--- src/hw/rtl/caf_pkg.sv ---
// Shared types, constants and helper functions of the contrast autofocus search block.
`timescale 1ns / 1ps

package caf_pkg;

  // Field widths fixed by the register map and the request format.
  localparam int CFG_POS_W   = 19;
  localparam int CFG_STEP_W  = 17;
  localparam int ROUNDS_W    = 4;
  localparam int SCORE_FIELD_W = 32;

  // Internal positions are signed and wide enough for a position plus or minus a step.
  localparam int POS_W   = 21;
  // Width of a refinement interval length, and of one third of it.
  localparam int DIFF_W  = 19;
  localparam int THIRD_W = 18;

  // APB address width: six 32-bit registers at byte addresses 4*i.
  localparam int PADDR_W = 5;
  localparam int PDATA_W = 32;

  // Default module parameters.
  localparam int SCORE_WIDTH_DEF    = 32;
  localparam int POSITION_WIDTH_DEF = 21;

  // Register reset values.
  localparam logic [CFG_POS_W-1:0]  INITIAL_FOCUS_RST = CFG_POS_W'(650);
  localparam logic [CFG_POS_W-1:0]  FOCUS_MIN_RST     = CFG_POS_W'(450);
  localparam logic [CFG_POS_W-1:0]  FOCUS_MAX_RST     = CFG_POS_W'(500000);
  localparam logic [CFG_STEP_W-1:0] INITIAL_STEP_RST  = CFG_STEP_W'(5000);
  localparam logic [CFG_STEP_W-1:0] MAX_STEP_RST      = CFG_STEP_W'(100000);
  localparam logic [ROUNDS_W-1:0]   REFINE_ROUNDS_RST = ROUNDS_W'(8);

  // Reciprocal of three scaled by 2^20, rounded up; exact for every DIFF_W-bit value.
  localparam int DIV3_SHIFT = 20;
  localparam logic [DIFF_W-1:0] DIV3_MUL = DIFF_W'(349526);

  typedef logic signed [POS_W-1:0] pos_t;

  typedef enum logic [2:0] {
    PH_IDLE  = 3'd0,
    PH_BEST  = 3'd1,
    PH_RIGHT = 3'd2,
    PH_LEFT  = 3'd3,
    PH_CLIMB = 3'd4,
    PH_MID1  = 3'd5,
    PH_MID2  = 3'd6
  } phase_t;

  typedef enum logic [1:0] {
    DIR_NONE = 2'd0,
    DIR_UP   = 2'd1,
    DIR_DOWN = 2'd2
  } dir_t;

  typedef enum logic [2:0] {
    REG_INITIAL_FOCUS = 3'd0,
    REG_FOCUS_MIN     = 3'd1,
    REG_FOCUS_MAX     = 3'd2,
    REG_INITIAL_STEP  = 3'd3,
    REG_MAX_STEP      = 3'd4,
    REG_REFINE_ROUNDS = 3'd5
  } reg_idx_t;

  typedef struct packed {
    logic [CFG_POS_W-1:0]  initial_focus;
    logic [CFG_POS_W-1:0]  focus_min;
    logic [CFG_POS_W-1:0]  focus_max;
    logic [CFG_STEP_W-1:0] initial_step;
    logic [CFG_STEP_W-1:0] max_step;
    logic [ROUNDS_W-1:0]   refine_rounds;
  } cfg_t;

  // One result from the search engine.
  typedef struct packed {
    logic valid;
    pos_t pos;
    logic done;
  } res_t;

  // Limit a position to [lo, hi]; when the limits cross, v < lo gives lo, else hi.
  function automatic pos_t clamp_pos(input pos_t v, input pos_t lo, input pos_t hi);
    pos_t r;
    if (v < lo) begin
      r = lo;
    end else if (v > hi) begin
      r = hi;
    end else begin
      r = v;
    end
    return r;
  endfunction

  // Divide an interval length by three with a reciprocal multiply.
  function automatic logic [THIRD_W-1:0] div3(input logic [DIFF_W-1:0] n);
    logic [2*DIFF_W-1:0] p;
    p = (2*DIFF_W)'(n) * (2*DIFF_W)'(DIV3_MUL);
    return p[DIV3_SHIFT +: THIRD_W];
  endfunction

endpackage

--- src/hw/rtl/contrast_autofocus_search.sv ---
// Top level of the contrast autofocus search block.
`timescale 1ns / 1ps

// Contrast-detect autofocus sequencer.
// A request with in_start_req high starts a search: the block answers with the
// clamped initial lens position. Every later request carries the sharpness
// score measured at the position asked for last, and the block answers with
// the next position to set. The last answer of a search has out_done_res high
// and holds the chosen position. A score request while no search runs gives no
// answer; a start request during a search drops it and starts a new one.
// The user must write the registers over the APB port only while no search
// request is in flight; the block does not enforce this. pready is always high.
// Flow: a request is registered in the input register at its accepting edge
// and its answer is loaded into the output register when that request fires.
// One request is accepted every cycle while the receiver does not stall; the
// whole search step, including the divide by three of the refinement
// interval, is one combinational stage between the input and output registers.
// When the receiver stalls, the answer waits in the output register and the
// next request waits in the input register; in_stall rises only then.
// Reset clears the search to idle, empties both registers and restores the
// register defaults.
module contrast_autofocus_search #(
  parameter int SCORE_WIDTH    = caf_pkg::SCORE_WIDTH_DEF,
  parameter int POSITION_WIDTH = caf_pkg::POSITION_WIDTH_DEF
) (
  input  logic                               clk,
  input  logic                               rst_n,
  // Request channel
  input  logic                               in_valid,
  output logic                               in_stall,
  input  logic                               in_start_req,
  input  logic [SCORE_WIDTH-1:0]             in_score,
  // Result channel
  output logic                               out_valid,
  input  logic                               out_stall,
  output logic signed [POSITION_WIDTH-1:0]   out_focus_position,
  output logic                               out_done_res,
  // Configuration port
  input  logic                               psel,
  input  logic                               penable,
  input  logic                               pwrite,
  input  logic [caf_pkg::PADDR_W-1:0]        paddr,
  input  logic [caf_pkg::PDATA_W-1:0]        pwdata,
  output logic [caf_pkg::PDATA_W-1:0]        prdata,
  output logic                               pready
);

  // Scores take at most the width of the request field.
  localparam int SCORE_KEEP = (SCORE_WIDTH < caf_pkg::SCORE_FIELD_W)
                              ? SCORE_WIDTH : caf_pkg::SCORE_FIELD_W;

  caf_pkg::cfg_t cfg;
  caf_pkg::res_t res;

  logic                  in_v_r, in_v_nxt;
  logic                  in_start_r;
  logic [SCORE_KEEP-1:0] in_score_r;
  logic                  in_accept;
  logic                  fire;

  logic                               out_v_r, out_v_nxt;
  logic signed [POSITION_WIDTH-1:0]   out_pos_r;
  logic                               out_done_r;

  assign pready = 1'b1;

  caf_cfg_regs u_cfg (
    .clk     (clk),
    .rst_n   (rst_n),
    .psel    (psel),
    .penable (penable),
    .pwrite  (pwrite),
    .paddr   (paddr),
    .pwdata  (pwdata),
    .prdata  (prdata),
    .cfg     (cfg)
  );

  // The registered request is processed when the output register is free or drains.
  assign fire      = in_v_r && (!out_v_r || !out_stall);
  assign in_stall  = in_v_r && !fire;
  assign in_accept = in_valid && !in_stall;

  always_comb begin
    if (in_accept) begin
      in_v_nxt = 1'b1;
    end else if (fire) begin
      in_v_nxt = 1'b0;
    end else begin
      in_v_nxt = in_v_r;
    end
  end

  // Input register.
  always_ff @(posedge clk) begin
    if (!rst_n) begin
      in_v_r <= 1'b0;
    end else begin
      in_v_r <= in_v_nxt;
    end
  end

  always_ff @(posedge clk) begin
    if (in_accept) begin
      in_start_r <= in_start_req;
      in_score_r <= in_score[SCORE_KEEP-1:0];
    end
  end

  caf_engine #(
    .SCORE_W (SCORE_KEEP)
  ) u_engine (
    .clk   (clk),
    .rst_n (rst_n),
    .fire  (fire),
    .start (in_start_r),
    .score (in_score_r),
    .cfg   (cfg),
    .res   (res)
  );

  // Output register: loads a new result, empties when taken, holds while stalled.
  always_comb begin
    if (fire && res.valid) begin
      out_v_nxt = 1'b1;
    end else if (!out_stall) begin
      out_v_nxt = 1'b0;
    end else begin
      out_v_nxt = out_v_r;
    end
  end

  always_ff @(posedge clk) begin
    if (!rst_n) begin
      out_v_r <= 1'b0;
    end else begin
      out_v_r <= out_v_nxt;
    end
  end

  always_ff @(posedge clk) begin
    if (fire && res.valid) begin
      out_pos_r  <= POSITION_WIDTH'(res.pos);
      out_done_r <= res.done;
    end
  end

  assign out_valid          = out_v_r;
  assign out_focus_position = out_pos_r;
  assign out_done_res       = out_done_r;

endmodule

--- src/hw/rtl/caf_cfg_regs.sv ---
// APB configuration registers of the contrast autofocus search block.
`timescale 1ns / 1ps

module caf_cfg_regs (
  input  logic                         clk,
  input  logic                         rst_n,
  input  logic                         psel,
  input  logic                         penable,
  input  logic                         pwrite,
  input  logic [caf_pkg::PADDR_W-1:0]  paddr,
  input  logic [caf_pkg::PDATA_W-1:0]  pwdata,
  output logic [caf_pkg::PDATA_W-1:0]  prdata,
  output caf_pkg::cfg_t                cfg
);

  caf_pkg::cfg_t    cfg_r;
  caf_pkg::reg_idx_t reg_idx;
  logic             wr_en;

  assign reg_idx = caf_pkg::reg_idx_t'(paddr[caf_pkg::PADDR_W-1:2]);
  assign wr_en   = psel && penable && pwrite;
  assign cfg     = cfg_r;

  // Register writes complete in the access cycle; addresses beyond the map are ignored.
  always_ff @(posedge clk) begin
    if (!rst_n) begin
      cfg_r.initial_focus <= caf_pkg::INITIAL_FOCUS_RST;
      cfg_r.focus_min     <= caf_pkg::FOCUS_MIN_RST;
      cfg_r.focus_max     <= caf_pkg::FOCUS_MAX_RST;
      cfg_r.initial_step  <= caf_pkg::INITIAL_STEP_RST;
      cfg_r.max_step      <= caf_pkg::MAX_STEP_RST;
      cfg_r.refine_rounds <= caf_pkg::REFINE_ROUNDS_RST;
    end else if (wr_en) begin
      unique case (reg_idx)
        caf_pkg::REG_INITIAL_FOCUS: cfg_r.initial_focus <= pwdata[caf_pkg::CFG_POS_W-1:0];
        caf_pkg::REG_FOCUS_MIN:     cfg_r.focus_min     <= pwdata[caf_pkg::CFG_POS_W-1:0];
        caf_pkg::REG_FOCUS_MAX:     cfg_r.focus_max     <= pwdata[caf_pkg::CFG_POS_W-1:0];
        caf_pkg::REG_INITIAL_STEP:  cfg_r.initial_step  <= pwdata[caf_pkg::CFG_STEP_W-1:0];
        caf_pkg::REG_MAX_STEP:      cfg_r.max_step      <= pwdata[caf_pkg::CFG_STEP_W-1:0];
        caf_pkg::REG_REFINE_ROUNDS: cfg_r.refine_rounds <= pwdata[caf_pkg::ROUNDS_W-1:0];
        default: ;
      endcase
    end
  end

  // Read data follows the address directly.
  always_comb begin
    unique case (reg_idx)
      caf_pkg::REG_INITIAL_FOCUS: prdata = caf_pkg::PDATA_W'(cfg_r.initial_focus);
      caf_pkg::REG_FOCUS_MIN:     prdata = caf_pkg::PDATA_W'(cfg_r.focus_min);
      caf_pkg::REG_FOCUS_MAX:     prdata = caf_pkg::PDATA_W'(cfg_r.focus_max);
      caf_pkg::REG_INITIAL_STEP:  prdata = caf_pkg::PDATA_W'(cfg_r.initial_step);
      caf_pkg::REG_MAX_STEP:      prdata = caf_pkg::PDATA_W'(cfg_r.max_step);
      caf_pkg::REG_REFINE_ROUNDS: prdata = caf_pkg::PDATA_W'(cfg_r.refine_rounds);
      default:                    prdata = '0;
    endcase
  end

endmodule

--- src/hw/rtl/caf_engine.sv ---
// Search state and combinational update logic of the contrast autofocus search block.
`timescale 1ns / 1ps

module caf_engine #(
  parameter int SCORE_W = caf_pkg::SCORE_FIELD_W
) (
  input  logic               clk,
  input  logic               rst_n,
  input  logic               fire,
  input  logic               start,
  input  logic [SCORE_W-1:0] score,
  input  caf_pkg::cfg_t      cfg,
  output caf_pkg::res_t      res
);

  // Search state.
  caf_pkg::phase_t phase_r, phase_nxt;
  caf_pkg::dir_t   dir_r, dir_nxt;
  caf_pkg::pos_t   cur_r, cur_nxt;
  caf_pkg::pos_t   probe_r, probe_nxt;
  caf_pkg::pos_t   low_r, low_nxt;
  caf_pkg::pos_t   high_r, high_nxt;
  logic [caf_pkg::THIRD_W-1:0]    third_r, third_nxt;
  logic [SCORE_W-1:0]             best_r, best_nxt;
  logic [SCORE_W-1:0]             right_r, right_nxt;
  logic [SCORE_W-1:0]             first_mid_r, first_mid_nxt;
  logic [caf_pkg::CFG_STEP_W-1:0] step_r, step_nxt;
  logic [caf_pkg::ROUNDS_W-1:0]   round_r, round_nxt;

  // Shared decision terms.
  caf_pkg::pos_t min_p, max_p, step_p, start_pos;
  caf_pkg::dir_t dir_left;
  logic          improve;
  logic [caf_pkg::CFG_STEP_W:0]   dbl_step;
  logic [caf_pkg::CFG_STEP_W-1:0] new_step;
  logic          in_climb;
  caf_pkg::pos_t cp_base, cp_step, cp_pos;
  caf_pkg::dir_t cp_dir;
  caf_pkg::pos_t rb_low, rb_high, rb_lo_raw, rb_hi_raw;
  caf_pkg::pos_t m1, m2;
  logic          mid_up, is_mid2;
  caf_pkg::pos_t rn_low, rn_high, rn_cur, rn_diff, rn_pos;
  logic [caf_pkg::ROUNDS_W-1:0] rn_round;
  logic [caf_pkg::THIRD_W-1:0]  rn_third;
  logic          rn_cont;

  assign min_p     = caf_pkg::pos_t'(cfg.focus_min);
  assign max_p     = caf_pkg::pos_t'(cfg.focus_max);
  assign step_p    = caf_pkg::pos_t'(step_r);
  assign start_pos = caf_pkg::clamp_pos(caf_pkg::pos_t'(cfg.initial_focus), min_p, max_p);

  // Direction choice after the two side probes: up wins whenever both sides improve.
  assign improve = score > best_r;
  always_comb begin
    if (right_r > best_r) begin
      dir_left = caf_pkg::DIR_UP;
    end else if (improve) begin
      dir_left = caf_pkg::DIR_DOWN;
    end else begin
      dir_left = caf_pkg::DIR_NONE;
    end
  end

  // Doubled climb step, limited to the maximum step.
  assign dbl_step = {step_r, 1'b0};
  assign new_step = (dbl_step < (caf_pkg::CFG_STEP_W + 1)'(cfg.max_step))
                    ? dbl_step[caf_pkg::CFG_STEP_W-1:0] : cfg.max_step;

  // Next climb probe: from the side decision or from an improving climb step.
  assign in_climb = (phase_r == caf_pkg::PH_CLIMB);
  assign cp_base  = in_climb ? probe_r : cur_r;
  assign cp_step  = in_climb ? caf_pkg::pos_t'(new_step) : step_p;
  assign cp_dir   = in_climb ? dir_r : dir_left;
  assign cp_pos   = caf_pkg::clamp_pos((cp_dir == caf_pkg::DIR_UP) ? cp_base + cp_step
                                                                   : cp_base - cp_step,
                                       min_p, max_p);

  // Refinement interval around the climb result.
  assign rb_lo_raw = cur_r - step_p;
  assign rb_hi_raw = cur_r + step_p;
  assign rb_low    = (rb_lo_raw > min_p) ? rb_lo_raw : min_p;
  assign rb_high   = (rb_hi_raw < max_p) ? rb_hi_raw : max_p;

  // Ternary step: keep the two thirds around the better mid point.
  assign m1      = low_r + caf_pkg::pos_t'(third_r);
  assign m2      = high_r - caf_pkg::pos_t'(third_r);
  assign mid_up  = first_mid_r < score;
  assign is_mid2 = (phase_r == caf_pkg::PH_MID2);

  // Interval for the next refinement round, its third and the continue test.
  assign rn_low   = is_mid2 ? (mid_up ? m1 : low_r) : rb_low;
  assign rn_high  = is_mid2 ? (mid_up ? high_r : m2) : rb_high;
  assign rn_cur   = is_mid2 ? (mid_up ? m2 : m1) : cur_r;
  assign rn_round = is_mid2 ? round_r + caf_pkg::ROUNDS_W'(1) : '0;
  assign rn_diff  = rn_high - rn_low;
  assign rn_third = caf_pkg::div3(rn_diff[caf_pkg::DIFF_W-1:0]);
  assign rn_cont  = (rn_round < cfg.refine_rounds) && (rn_low < rn_high);
  assign rn_pos   = rn_cont ? rn_low + caf_pkg::pos_t'(rn_third) : rn_cur;

  // Next phase.
  always_comb begin
    phase_nxt = phase_r;
    if (fire) begin
      if (start) begin
        phase_nxt = caf_pkg::PH_BEST;
      end else begin
        unique case (phase_r)
          caf_pkg::PH_IDLE:  phase_nxt = caf_pkg::PH_IDLE;
          caf_pkg::PH_BEST:  phase_nxt = caf_pkg::PH_RIGHT;
          caf_pkg::PH_RIGHT: phase_nxt = caf_pkg::PH_LEFT;
          caf_pkg::PH_LEFT: begin
            if (dir_left != caf_pkg::DIR_NONE) begin
              phase_nxt = caf_pkg::PH_CLIMB;
            end else begin
              phase_nxt = rn_cont ? caf_pkg::PH_MID1 : caf_pkg::PH_IDLE;
            end
          end
          caf_pkg::PH_CLIMB: begin
            if (improve) begin
              phase_nxt = caf_pkg::PH_CLIMB;
            end else begin
              phase_nxt = rn_cont ? caf_pkg::PH_MID1 : caf_pkg::PH_IDLE;
            end
          end
          caf_pkg::PH_MID1: phase_nxt = caf_pkg::PH_MID2;
          caf_pkg::PH_MID2: phase_nxt = rn_cont ? caf_pkg::PH_MID1 : caf_pkg::PH_IDLE;
          default:          phase_nxt = phase_r;
        endcase
      end
    end
  end

  // Datapath updates and the result of each request.
  always_comb begin
    dir_nxt       = dir_r;
    cur_nxt       = cur_r;
    probe_nxt     = probe_r;
    low_nxt       = low_r;
    high_nxt      = high_r;
    third_nxt     = third_r;
    best_nxt      = best_r;
    right_nxt     = right_r;
    first_mid_nxt = first_mid_r;
    step_nxt      = step_r;
    round_nxt     = round_r;
    res.valid     = 1'b0;
    res.pos       = cur_r;
    res.done      = 1'b0;
    if (fire) begin
      if (start) begin
        cur_nxt   = start_pos;
        step_nxt  = cfg.initial_step;
        dir_nxt   = caf_pkg::DIR_NONE;
        res.valid = 1'b1;
        res.pos   = start_pos;
      end else begin
        unique case (phase_r)
          caf_pkg::PH_BEST: begin
            best_nxt  = score;
            res.valid = 1'b1;
            res.pos   = cur_r + step_p;
          end
          caf_pkg::PH_RIGHT: begin
            right_nxt = score;
            res.valid = 1'b1;
            res.pos   = cur_r - step_p;
          end
          caf_pkg::PH_LEFT: begin
            dir_nxt   = dir_left;
            res.valid = 1'b1;
            if (dir_left == caf_pkg::DIR_UP) begin
              best_nxt = right_r;
            end else if (dir_left == caf_pkg::DIR_DOWN) begin
              best_nxt = score;
            end
            if (dir_left != caf_pkg::DIR_NONE) begin
              probe_nxt = cp_pos;
              res.pos   = cp_pos;
            end else begin
              low_nxt   = rn_low;
              high_nxt  = rn_high;
              third_nxt = rn_third;
              round_nxt = rn_round;
              res.pos   = rn_pos;
              res.done  = !rn_cont;
            end
          end
          caf_pkg::PH_CLIMB: begin
            res.valid = 1'b1;
            if (improve) begin
              cur_nxt   = probe_r;
              best_nxt  = score;
              step_nxt  = new_step;
              probe_nxt = cp_pos;
              res.pos   = cp_pos;
            end else begin
              low_nxt   = rn_low;
              high_nxt  = rn_high;
              third_nxt = rn_third;
              round_nxt = rn_round;
              res.pos   = rn_pos;
              res.done  = !rn_cont;
            end
          end
          caf_pkg::PH_MID1: begin
            first_mid_nxt = score;
            res.valid     = 1'b1;
            res.pos       = m2;
          end
          caf_pkg::PH_MID2: begin
            cur_nxt   = rn_cur;
            best_nxt  = mid_up ? score : first_mid_r;
            low_nxt   = rn_low;
            high_nxt  = rn_high;
            third_nxt = rn_third;
            round_nxt = rn_round;
            res.valid = 1'b1;
            res.pos   = rn_pos;
            res.done  = !rn_cont;
          end
          default: ;
        endcase
      end
    end
  end

  // State registers.
  always_ff @(posedge clk) begin
    if (!rst_n) begin
      phase_r     <= caf_pkg::PH_IDLE;
      dir_r       <= caf_pkg::DIR_NONE;
      cur_r       <= '0;
      probe_r     <= '0;
      low_r       <= '0;
      high_r      <= '0;
      third_r     <= '0;
      best_r      <= '0;
      right_r     <= '0;
      first_mid_r <= '0;
      step_r      <= '0;
      round_r     <= '0;
    end else begin
      phase_r     <= phase_nxt;
      dir_r       <= dir_nxt;
      cur_r       <= cur_nxt;
      probe_r     <= probe_nxt;
      low_r       <= low_nxt;
      high_r      <= high_nxt;
      third_r     <= third_nxt;
      best_r      <= best_nxt;
      right_r     <= right_nxt;
      first_mid_r <= first_mid_nxt;
      step_r      <= step_nxt;
      round_r     <= round_nxt;
    end
  end

endmodule

--- config.mk ---
export PLATFORM = sky130hd
export DESIGN_NAME = contrast_autofocus_search
export DESIGN_NICKNAME = d
export VERILOG_FILES = /design/src/hw/rtl/caf_pkg.sv /design/src/hw/rtl/contrast_autofocus_search.sv /design/src/hw/rtl/caf_cfg_regs.sv /design/src/hw/rtl/caf_engine.sv
export SDC_FILE = /design/constraint.sdc
export NUM_CORES = 2
export LEC_CHECK = 0
export BUFFER_PORTS_ARGS = -buffer_cell sky130_fd_sc_hd__buf_4
export CORE_ASPECT_RATIO = 1.5
export CORE_UTILIZATION = 39
export CTS_BUF_LIST = sky130_fd_sc_hd__clkbuf_4
export CTS_CLUSTER_SIZE = 24
export DETAILED_ROUTE_END_ITERATION = 8
export PLACE_DENSITY = 0.54
export SYNTH_ARGS = -nofsm -noshare
export SYNTH_HDL_FRONTEND = slang
export SYNTH_SLANG_ARGS = --single-unit
--- constraint.sdc ---
create_clock -name clk -period 14.4 [get_ports clk]
set_input_delay 1.44 -clock clk [delete_from_list [all_inputs] [get_ports clk]]
set_output_delay 1.44 -clock clk [all_outputs]
set_load 0.01 [all_outputs]
== Word level (Yosys, flattened, before mapping) ==
Cells that the tools add are included.
Widths: inputs -> output; s select.

* Register bits after elaboration: 376
* Bits of input ports: 77
* Output and inout port bits: 57
* Logic and storage cells: 178

* Add/sub/neg operators: 9
* $mul: 1
* Magnitude comparators: 12
* Equal/unequal tests: 21
* Multiplexer cells: 68
* Bitwise logic cells: 2
* Reduce and logical (&&, ||, !) cells: 41

{| class="wikitable"
|+ Operators with widths
! cell !! count
|-
| $mux 21 || 24
|-
| $pmux 22 s6 || 1
|-
| $mux 32 || 4
|-
| $pmux 32 s4 || 1
|-
| $pmux 21 s3 || 2
|-
| $pmux 19 s6 || 1
|-
| $mux 17 || 5
|-
| $pmux 21 s2 || 2
|-
| $gt 32x32->1 || 2
|-
| $pmux 18 s3 || 1
|-
| $add 21x19->21 || 2
|-
| $gt 21x20->1 || 2
|-
| $lt 21x20->1 || 2
|-
| $mul 19x18->37 const B || 1
|-
| $mux 18 || 2
|-
| $lt 32x32->1 || 1
|-
| $mux 23 || 1
|-
| $mux 22 || 1
|-
| $add 21x18->21 || 1
|-
| $add 21x21->21 || 1
|-
| $lt 21x21->1 || 1
|-
| $pmux 3 s7 || 1
|-
| $sub 21x18->21 || 1
|-
| $sub 21x19->21 || 1
|-
| 36 further kinds || 93
|}

== Longest topological paths before layout ==
* Word-level depth: 15
* Depth in mapped cells: 71

== Hierarchy ==
A second synthesis with hierarchy kept.

* Cells, all modules: 4867
* Area total of the unflattened synthesis: 38229.2 µm²

{| class="wikitable"
|+ By module, submodules not included
! module !! times used !! cells each !! area an instance (µm²) !! sequential area each (µm²)
|-
| caf_engine || 1 || 4307 || 31931.9 || 4484.3
|-
| caf_cfg_regs || 1 || 493 || 4543.1 || 1901.8
|-
| contrast_autofocus_search || 1 || 67 || 1754.2 || 1691.6
|}

== Worst setup path after synthesis ==
OpenSTA, ideal clock, no wires.

* Kind: reg-to-reg
* Start point: register u_engine.step_r[2] (netlist bit)
* End point: register out_pos_r[19], in the netlist out_focus_position[19], data pin
* Setup time: 152 ps
* Arrival time: 14130 ps
* Data required time: 14248 ps
* Setup slack: 118 ps
* Cell stages (with the launch flop): 68
* Clock period less this slack: 14282 ps
* Cell sequence: dfxtp_1 -> inv_1 -> ha_1 -> clkbuf_1 -> nand2b_1 -> a221o_1 -> a211oi_1 -> o21ai_1 -> a211oi_1 -> nor2b_1 -> o31ai_1 -> xnor2_1 -> ha_1 -> a21o_1 -> a21oi_1 -> nor2b_1 -> o21ai_0 -> nand2b_1 -> [... 32 more ...] -> a21o_1 -> a21oi_1 -> o21ai_1 -> a21oi_1 -> o21bai_1 -> xor2_1 -> ha_1 -> or4_1 -> o22a_1 -> a41o_1 -> o41ai_1 -> o21ai_0 -> or4_1 -> and3_1 -> o21ai_0 -> xnor2_1 -> nand3_1 -> a31oi_1

{| class="wikitable"
|+ RTL lines
! item !! RTL line !! RTL
|-
| start, declared || caf_engine.sv:27 || <nowiki>logic [caf_pkg::CFG_STEP_W-1:0] step_r, step_nxt;</nowiki>
|-
| start signal, assigned || caf_engine.sv:253 || <nowiki>step_r <= step_nxt;</nowiki>
|-
| end signal, assigned || contrast_autofocus_search.sv:143 || <nowiki>out_pos_r <= POSITION_WIDTH'(res.pos);</nowiki>
|-
| end, declared || contrast_autofocus_search.sv:62 || <nowiki>logic signed [POSITION_WIDTH-1:0] out_pos_r;</nowiki>
|}

==> flow_summary.ini <==
[worst_setup_path]
arrival_ns = 15.33
r2r-end = out_focus_position[17]$_DFFE_PP_
cp_common_cell = a21oi_2
cp-end-kind = register
endpoint = out_focus_position[17]$_DFFE_PP_
start_kind = register
crit_fanout = 7
r2r_setup_slack_ns = -0.07
crit_type = reg -> reg
worstRegToRegCells = 73
crit_start = u_engine.cur_r[0]$_SDFFE_PN0P_
worstPathRequired_ns = 15.25
slowest_stage = fa_1
rr_startpoint = u_engine.cur_r[0]$_SDFFE_PN0P_
cpPeakStageDelay_ns = 0.53

[logic_synthesis]
synth_warnings = 0
ys.flop_type = dfxtp_1
synthCells = 4906
yosysTopAreaCellShare_pct = 17.2
seq_area_frac_synth_pct = 20.9
avgSynthCellArea_um2 = 7.87
synth_edf_count = 55
syn_area_mm2 = 0.0386
ys_types = 104
synth_top_area_cell = ha_1
synthTopCellsByArea = ha_1 17%, dfxtp_1 17%, nand2_1 7.1%
synthArstFlopShare_pct = 0
synth_seq_cells = 376

[floorplanning]
fp.dieW_um = 259
coreArea_mm2 = 0.0983
die_h_um = 387
dieArea_mm2 = 0.100
io_pins = 134
num_rows = 141
start_util_pct = 39.3

[final_layout]
area_delta_synth_final_pct = 23.1
final_cells = 6871
finalNetCount = 6226
final_common_cell = nand2_1
final_cell_mix = 729 x nand2_1, 707 x buf_4, 502 x ha_1
drive_gt1_share_pct = 20.8
nFillCells = 9844

[cts]
cts_root_buffer = clkbuf_4
cts_buffers = 98
cts_buffer_depth = 3
clock_latency_ns = 1.04
cts_sinks = 376
cts_tree = done
hold_buffers = 0
cts.clk_slew.worst_paths_ns = 0.08
h-tree-depth = 3

[timing]
hold_violations = 0
max-slew-margin-rel_pct = 15.0
slew_viol_final = 0
post-route-period-util_pct = 101
finalSetupViolations = 2
rsz0062_at_grt = true
fin_tns_setup_ns = -0.109
worst-slew-pin-transition_ns = 1.27
period_minus_slack_ns = 14.47
clock.fmax_mhz = 69.1
setup_slack_ns = -0.0742
clock_skew_ns = 0.0740

[routing]
drtPass1Iterations = 8
viasPerCell = 5.52
drc = 0
wl_per_cell_um = 22.1
wl_um = 152000
first_iter_violations = 2352
vias = 37900
antenna_left = 0

[place]
hpwl_um = 120000
globalplace.congestion = 0.973
placed_cells = 6616
port_buffers = 104

[outcome]
violations = setup timing
status = finished, violations left

[global_routing]
grtUsageTotal_pct = 30.2
grt_pass1_wl_um = 230000
grt_max_degree = 113
grt-ovfl-total = 0
antenna_found_initial = 6
grt_pass1_vias = 38500

[worst_hold_path]
whs_path_depth = 2
hold_class = reg -> reg

[job]
drv_cap = 0
worst max-delay path: cells and delay by family (launching register included):
family / cells / cell delay [ns]
compound gates: 28 / 4.81
fa+ha+maj: 14 / 4.15
simple gates: 13 / 2.91
buf+inv: 15 / 1.55
flops: 1 / 0.37
xor+xnor: 2 / 0.34
mux: 1 / 0.10
area by class of cell:
type,instances,area (µm²),area share (%)
Multi-Input combinational cell,3794,29100,61.1
Sequential cell,376,8090,17.0
Timing Repair Buffer,730,5600,11.8
Inverter,497,1870,3.94
Tap cell,1287,1610,3.39
Clock buffer,136,1020,2.15
Clock inverter,45,258,0.542
Antenna cell,6,15.0,0.0316
Yosys cell counts (46+ instances only):
master    count
a21oi_1     277
a31oi_1      47
ha_1        529
inv_1       495
a21o_1       92
nand4_1      50
and2_1       54
dfxtp_1     321
o211ai_1     92
o211a_1      46
xor2_1       48
nand2_1     734
a211oi_1     52
nor2_1      309
clkbuf_1    195
nor3_1       61
nand3_1      89
mux2i_1      98
a21boi_0    188
o21ai_0     226
fa_1        123
xnor2_1     105
edfxtp_1     55
state kept, by name (all words and copies together) (netlist names):
| signal | count |
|---|---|
| u_cfg.cfg | 95 |
| in_score_r | 32 |
| u_engine.best_r | 32 |
| u_engine.first_mid_r | 32 |
| u_engine.right_r | 32 |
| out_focus_position | 21 |
| u_engine.cur_r | 21 |
| u_engine.high_r | 21 |
| u_engine.low_r | 21 |
| u_engine.probe_r | 21 |
| u_engine.third_r | 18 |
| u_engine.step_r | 17 |
| u_engine.round_r | 4 |
| u_engine.phase_r | 3 |
| u_engine.dir_r | 2 |
| in_start_r | 1 |
| in_v_r | 1 |
| out_done_res | 1 |
| out_valid | 1 |
metal layers:
metal	GRT usage (%)	routed length, µm	part of all wire, %
met1	33.4	58200	38
met2	52.1	74000	49
met3	3.80	6610	4.3
met4	23.0	13300	8.7
met5	0	12	0.0079
worst min path at each step:
| stage | from | endpoint |
|---|---|---|
| 2_1_floorplan | u_engine.third_r[12]$_SDFFE_PN0P_ | u_engine.third_r[12]$_SDFFE_PN0P_ |
| 3_3_place_gp | u_engine.probe_r[8]$_SDFFE_PN0P_ | u_engine.probe_r[8]$_SDFFE_PN0P_ |
| 3_5_place_dp | u_engine.probe_r[8]$_SDFFE_PN0P_ | u_engine.probe_r[8]$_SDFFE_PN0P_ |
| 4_1_cts | in_score[19] | in_score_r[19]$_DFFE_PP_ |
| 5_1_grt | u_engine.probe_r[8]$_SDFFE_PN0P_ | u_engine.probe_r[8]$_SDFFE_PN0P_ |
| 6_report | u_engine.probe_r[8]$_SDFFE_PN0P_ | u_engine.probe_r[8]$_SDFFE_PN0P_ |
repair_timing:
item                       in CTS  in global routing
setup buffers                  48                 25
setup endpoints to repair      14                 14
pin swaps                     122                101
gates resized for setup       159                111
metrics by stage:
| step | cell area (µm²) | setup WS, ns | hold slack, ns | util (%) |
|---|---|---|---|---|
| 6_report | 47500 | -0.0742 | 0.475 | 48.4 |
| 3_3_place_gp | 44400 | -1.16 | 0.464 | 45.2 |
| 2_1_floorplan | 38600 | 0.118 | 0.447 | - |
| 5_1_grt | 47500 | -0.661 | 0.500 | 48.3 |
| 4_1_cts | 46800 | -0.0190 | 0.472 | 47.6 |
| 3_5_place_dp | 44400 | -1.41 | 0.465 | 45.2 |
kinds of logic (layout without fill, tap and decap cells):
kind of cell    Yosys count  count (layout)  synth area share (%)
buf+inv                 748            1408                  7.48
simple gates           1522            1522                  17.8
flops                   376             376                  20.9
mux                     113             113                  3.04
compound gates         1339            1339                  23.7
xor+xnor                154             154                  3.51
other cells               2              20                0.0195
fa+ha+maj               652             652                  23.5
Power is left out: the tool's default activity adds up to more than one toggle a clock period on the data nets, which glitch-free logic cannot reach.
